**config.mk**
```make
export PLATFORM = sky130hd
export DESIGN_NAME = ffba_cell
export DESIGN_NICKNAME = d
export VERILOG_FILES = /design/src/rtl/core/first_fit_block_allocator_assert.svh /design/src/rtl/core/ffba_pkg.sv /design/src/rtl/core/ffba_cell.sv
export SDC_FILE = /design/constraint.sdc
export NUM_CORES = 1
export LEC_CHECK = 0
export BUFFER_PORTS_ARGS = -buffer_cell sky130_fd_sc_hd__buf_2
export CORE_MARGIN = 8
export CORE_UTILIZATION = 40
export DETAILED_ROUTE_END_ITERATION = 6
export GPL_ROUTABILITY_DRIVEN = 0
export PLACE_DENSITY = 0.69
export SYNTH_ARGS = -nofsm -noshare
export SYNTH_HDL_FRONTEND = slang
export SYNTH_SLANG_ARGS = --single-unit
```
**constraint.sdc**
```tcl
create_clock -name clk_i -period 6.73 [get_ports clk_i]
set_input_delay 1.346 -clock clk_i [delete_from_list [all_inputs] [get_ports clk_i]]
set_output_delay 1.346 -clock clk_i [all_outputs]
set_load 0.05 [all_outputs]
```
**src/rtl/core/first_fit_block_allocator_assert.svh**
```systemverilog
// Assertion macros for the first-fit block allocator.
// Used by the top level; expects clk_i and rst_ni in scope.
`ifndef FIRST_FIT_BLOCK_ALLOCATOR_ASSERT_SVH
`define FIRST_FIT_BLOCK_ALLOCATOR_ASSERT_SVH

// Checks that a condition holds at every clock edge out of reset.
`define FFBA_ASSERT_ALWAYS(label, expr) \
  label: assert property (@(posedge clk_i) disable iff (!rst_ni) (expr)) \
    else $error("ffba assertion failed");

// Checks that an antecedent implies a consequent in the same cycle.
`define FFBA_ASSERT_SAME(label, ante, cons) \
  label: assert property (@(posedge clk_i) disable iff (!rst_ni) (ante) |-> (cons)) \
    else $error("ffba assertion failed");

// Checks that an antecedent implies a consequent in the next cycle.
`define FFBA_ASSERT_NEXT(label, ante, cons) \
  label: assert property (@(posedge clk_i) disable iff (!rst_ni) (ante) |=> (cons)) \
    else $error("ffba assertion failed");

`endif

```
**src/rtl/core/ffba_pkg.sv**
```systemverilog
// Shared types and constants for the first-fit block allocator.
// No dependencies.
`timescale 1ns / 1ps

package ffba_pkg;

  localparam int OFF_W = 20;
  localparam int REQ_W = 20;
  localparam int REL_W = 21;

  localparam int HEAP_BYTES_DEF   = 1048576;
  localparam int HEADER_BYTES_DEF = 16;
  localparam int MAX_BLOCKS_DEF   = 64;

  typedef enum logic [1:0] {
    ST_OK       = 2'd0,
    ST_NO_FIT   = 2'd1,
    ST_BAD_ADDR = 2'd2,
    ST_FULL     = 2'd3
  } status_e;

  typedef enum logic [2:0] {
    OP_NONE,
    OP_USE,
    OP_FREE,
    OP_SPLIT,
    OP_MERGE
  } op_e;

  typedef enum logic [2:0] {
    S_IDLE,
    S_SCAN,
    S_MERGE_A,
    S_MERGE_B,
    S_MERGE_C
  } state_e;

  typedef struct packed {
    logic             valid;
    logic             free;
    logic [OFF_W-1:0] start;
    logic [OFF_W-1:0] bytes;
  } entry_t;

  typedef struct packed {
    logic hit;
    logic exact;
    logic split;
    logic match;
    logic pair;
  } flag_t;

endpackage

```
**src/rtl/core/ffba_cell.sv**
```systemverilog
// One table entry of the allocator chain with its local compare logic.
// Depends on ffba_pkg.
`timescale 1ns / 1ps

module ffba_cell import ffba_pkg::*; #(
  parameter int IDX          = 0,
  parameter int HEAP_BYTES   = HEAP_BYTES_DEF,
  parameter int HEADER_BYTES = HEADER_BYTES_DEF,
  parameter int MAX_BLOCKS   = MAX_BLOCKS_DEF,
  localparam int CW          = $clog2(MAX_BLOCKS + 1)
) (
  input  logic             clk_i,
  input  logic             rst_ni,
  input  op_e              op_i,
  input  logic [CW-1:0]    ptr_i,
  input  logic [REQ_W-1:0] req_bytes_i,
  input  logic [REL_W-1:0] rel_off_i,
  input  entry_t           prev_i,
  input  entry_t           next_i,
  output entry_t           ent_o,
  output flag_t            flag_o
);

  localparam logic [CW-1:0]    MY_IDX  = CW'(IDX);
  localparam logic [OFF_W-1:0] HDR     = OFF_W'(HEADER_BYTES);
  localparam logic [OFF_W-1:0] INIT_SZ = OFF_W'(HEAP_BYTES - HEADER_BYTES);

  entry_t        ent_q, ent_d;
  logic [CW-1:0] ptr_nx;

  assign ptr_nx = ptr_i + CW'(1);

  always_comb begin
    ent_d = ent_q;
    case (op_i)
      OP_USE: begin
        if (MY_IDX == ptr_i) ent_d.free = 1'b0;
      end
      OP_FREE: begin
        if (MY_IDX == ptr_i) ent_d.free = 1'b1;
      end
      OP_SPLIT: begin
        if (MY_IDX == ptr_i) begin
          ent_d.bytes = req_bytes_i;
          ent_d.free  = 1'b0;
        end else if (MY_IDX == ptr_nx) begin
          ent_d.valid = 1'b1;
          ent_d.free  = 1'b1;
          ent_d.start = prev_i.start + HDR + req_bytes_i;
          ent_d.bytes = prev_i.bytes - req_bytes_i - HDR;
        end else if (MY_IDX > ptr_nx) begin
          ent_d = prev_i;
        end
      end
      OP_MERGE: begin
        if (MY_IDX == ptr_i) begin
          ent_d.bytes = ent_q.bytes + next_i.bytes + HDR;
        end else if (MY_IDX > ptr_i) begin
          ent_d = next_i;
        end
      end
      default: ent_d = ent_q;
    endcase
  end

  always_ff @(posedge clk_i or negedge rst_ni) begin
    if (!rst_ni) begin
      ent_q.valid <= (IDX == 0);
      ent_q.free  <= (IDX == 0);
      ent_q.start <= '0;
      ent_q.bytes <= (IDX == 0) ? INIT_SZ : '0;
    end else begin
      ent_q <= ent_d;
    end
  end

  assign ent_o        = ent_q;
  assign flag_o.hit   = ent_q.valid && ent_q.free && (ent_q.bytes >= req_bytes_i);
  assign flag_o.exact = (ent_q.bytes == req_bytes_i);
  assign flag_o.split = ({1'b0, ent_q.bytes} >
                         ({1'b0, req_bytes_i} + REL_W'(HEADER_BYTES)));
  assign flag_o.match = ent_q.valid &&
                        (({1'b0, ent_q.start} + REL_W'(HEADER_BYTES)) == rel_off_i);
  assign flag_o.pair  = ent_q.valid && ent_q.free && next_i.valid && next_i.free;

endmodule

```
==> results.py <==
metrics = {
    "grt": {
        "antenna_found_initial": 5,
        "grt_pass1_vias": 8501,
        "grt_pass1_wl_um": 43210,
        "grt.total_usage_pct": 20.65,
        "grt.overflow.total": 0,
        "grt_max_degree": 60,
    },
    "synthesis": {
        "synth_nets": 1367,
        "syn_inst": 1075,
        "syn_area_per_cell_sq_um": 7.589,
        "synth.distinct_cells": 84,
        "ys_ff_latch": 42,
        "synth_flop_cell": "dfrtp_1",
        "yosys_warnings": 0,
        "async_flop_share_pct": 100.0,
        "synth_top_area_cell": "ha_1",
        "synthTopCellsByArea": "ha_1, dfrtp_1, dfstp_2",
        "mappedNetlistArea_sq_mm": 0.008158,
        "synth_edf_count": 0,
        "yosysSeqAreaShare_pct": 13.16,
        "synth_top_cell_area_share_pct": 23.31,
    },
    "worst_setup_path": {
        "cp.arrival_ns": 4.50,
        "r2r_cells": 12,
        "reg2reg_from": "ent_o[1]",
        "slowest_stage": "a311oi_1",
        "cp-end-kind": "output pin",
        "worstPathRequired_ns": 5.38,
        "cpPeakStageDelay_ns": 0.46,
        "cp-start-kind": "input port",
        "r2r_end": "ent_o[19]",
        "r2r_slack_ns": 3.55,
        "critPathKind": "input port to output pin",
        "path_cells": "buf_2 > inv_1 > nor3_1 > and3_1 > and3_1 > nand2_1 > nor2_1 > nand3_1 > xnor2_1 > ha_1 > nand4_1 > nor2_1 > o21ai_0 > a31oi_1 > a211oi_1 > a311oi_1 > buf_2",
        "crit_fanout": 6,
    },
    "placed_design": {
        "dp_hpwl_um": 21920,
        "port_buffers": 183,
        "place_ws_ns": 0.9075,
        "dp_cells": 1500,
    },
    "sta": {
        "fin_crit_ns": 5.850,
        "grt_setup_unrepaired": "no",
        "setup_tns_ns": 0,
        "skew_ns": 0.004591,
        "worst_slack_ns": 0.8800,
        "worst_slew_pin_slew_ns": 0.9773,
        "fmax_ghz": 0.1709,
        "setup_viol": 0,
        "finalHoldViolCount": 0,
        "slew_headroom_pct": 34.85,
        "slew_viol_final": 0,
        "fin_crit_sh_pct": 86.92,
    },
    "clock_network": {
        "htreeDepth": 2,
        "ctsHoldBuffers": 0,
        "cts_setup_buffers": 0,
        "clk_pin_slew_ns": 0.06,
        "cts_tree": "done",
        "insertion_delay_ns": 0.30,
        "cts_resized": 0,
        "clockBufferDepth": 2,
        "clock-sinks": 42,
        "numCtsBuffers": 5,
        "cts_root_buf": "clkbuf_16",
    },
    "cells_and_area": {
        "final_cell_mix": "buf_2, ha_1, nand2_1",
        "multi_input_area_sq_mm": 0.006601,
        "final_common_cell": "buf_2",
        "n_fill_cell": 2016,
        "finalNonFillerCells": 1511,
        "largest_reg_flops": 42,
        "nets": 1529,
        "layout-drive-gt1-share_pct": 19.47,
        "regArea_sq_mm": 0.001074,
        "area_growth_pct": 16.89,
    },
    "run_status": {
        "outcome": "complete, no violations",
    },
    "drt": {
        "drt_wl_total_um": 26370,
        "wl_per_cell_um": 17.45,
        "vias": 8427,
        "dr.pass1.iters": 5,
        "drtAntennaViolNets": 0,
        "viasPerCell": 5.577,
        "drt_iter0_drc": 433,
        "drcViolationCount": 0,
    },
    "die": {
        "core_area_sq_mm": 0.02010,
        "die_y_um": 158.8,
        "dieArea_sq_mm": 0.02522,
        "die_w_um": 158.8,
        "rows": 52,
        "io_pins": 184,
        "initial_core_util_pct": 40.58,
    },
    "run": {
        "drv_cap": 0,
    },
    "worst_hold_path": {
        "hold_depth": 2,
        "holdPathEnd": "ent_o[4]",
        "worstHoldPathType": "flop to flop",
        "min-delay-start": "ent_o[4]",
    },
    "pwr": {
        "irDropWorstVdd_v": 0.00007931,
        "power.density_mw_per_mm2": 148.3,
        "power_leakage_uw": 0.004787,
    },
}
-- synth_stat cells (all sizes together) (6+ instances only) --
| master | instances |
|---|---|
| ha | 152 |
| nand2 | 103 |
| inv | 94 |
| o21ai | 94 |
| a21oi | 90 |
| nor2 | 66 |
| xnor2 | 51 |
| a21o | 30 |
| a211oi | 24 |
| dfrtp | 24 |
| nand3 | 24 |
| nor3 | 24 |
| xor2 | 24 |
| o211ai | 22 |
| clkbuf | 20 |
| dfstp | 18 |
| buf | 15 |
| nand4 | 15 |
| o21a | 14 |
| and3 | 13 |
| nor2b | 11 |
| a31oi | 10 |
| mux2i | 9 |
| a22oi | 8 |
| and2 | 6 |
| nand2b | 6 |
| o2111ai | 6 |
| o21bai | 6 |
| o311ai | 6 |
-- worst max-delay path by stage --
stage | startpoint | endpoint | slack, ns
CTS | req_bytes_i[6] | flag_o[2] | 0.88
floorplan | req_bytes_i[8] | flag_o[2] | 0.93
global route | req_bytes_i[6] | flag_o[2] | 0.52
global placement | req_bytes_i[6] | flag_o[2] | 0.95
detailed placement | req_bytes_i[6] | flag_o[2] | 0.91
finish | req_bytes_i[6] | flag_o[2] | 0.88
-- layer usage --
| layer | vias to the layer above | track usage, % | wire length, um |
|---|---|---|---|
| met4 | 2 | 6.840 | 618 |
| li1 | 4298 | - | - |
| met5 | - | 0 | 13 |
| met2 | 260 | 34.03 | 11790 |
| met3 | 36 | 3.956 | 1795 |
| met1 | 3831 | 26.54 | 12150 |
-- cells by family (layout without fill, tap and decap cells) --
group | Yosys count | after routing | share of synthesized area [%]
AO/OA/AOI/OAI | 366 | 366 | 29.66
adder cells (fa/ha/maj) | 155 | 155 | 24.05
flip-flops | 42 | 42 | 13.16
XOR/XNOR | 75 | 75 | 8.052
buffers and inverters | 129 | 292 | 6.089
other | 0 | 3 | 0
AND/OR/NAND/NOR | 298 | 298 | 17.75
multiplexers | 10 | 10 | 1.242
-- layout make-up --
| type | instances | share of cell area (%) |
|---|---|---|
| clock buffers | 7 | 1.719 |
| clock inverters | 1 | 0.3149 |
| inverters | 94 | 3.700 |
| well taps | 270 | 3.543 |
| repair buffers | 190 | 10.16 |
| flip-flops and latches | 42 | 11.26 |
| diodes | 3 | 0.07873 |
| multi-input cells | 904 | 69.23 |
-- worst max-delay path, delay by kind of cell --
kind | cells | cell delay (ns)
XOR/XNOR | 1 | 0.16
AO/OA/AOI/OAI | 4 | 0.78
buffers and inverters | 3 | 0.61
AND/OR/NAND/NOR | 8 | 1.30
adder cells (fa/ha/maj) | 1 | 0.31
-- stage by stage --
step / area, sq um / hold WS (ns) / utilization [%] / power, uW
detailed placement: 9334 / 0.5120 / 46.43 / 1095
finish: 9535 / 0.5200 / 47.43 / 1414
global placement: 9334 / 0.5036 / 46.43 / 1083
global route: 9535 / 0.5384 / 47.43 / 1527
CTS: 9528 / 0.5215 / 47.39 / 1421
floorplan: 8158 / 0.5847 / - / 881.9
-- power breakdown --
part           internal [uW]  leakage (uW)  total (uW)  switching (uW)
clock                    208     0.0000953         316             108
sequential               283      0.000508         320            36.1
combinational            314       0.00418         779             465
total                    805       0.00479        1410             609
Power figures use the tool's default switching activity.
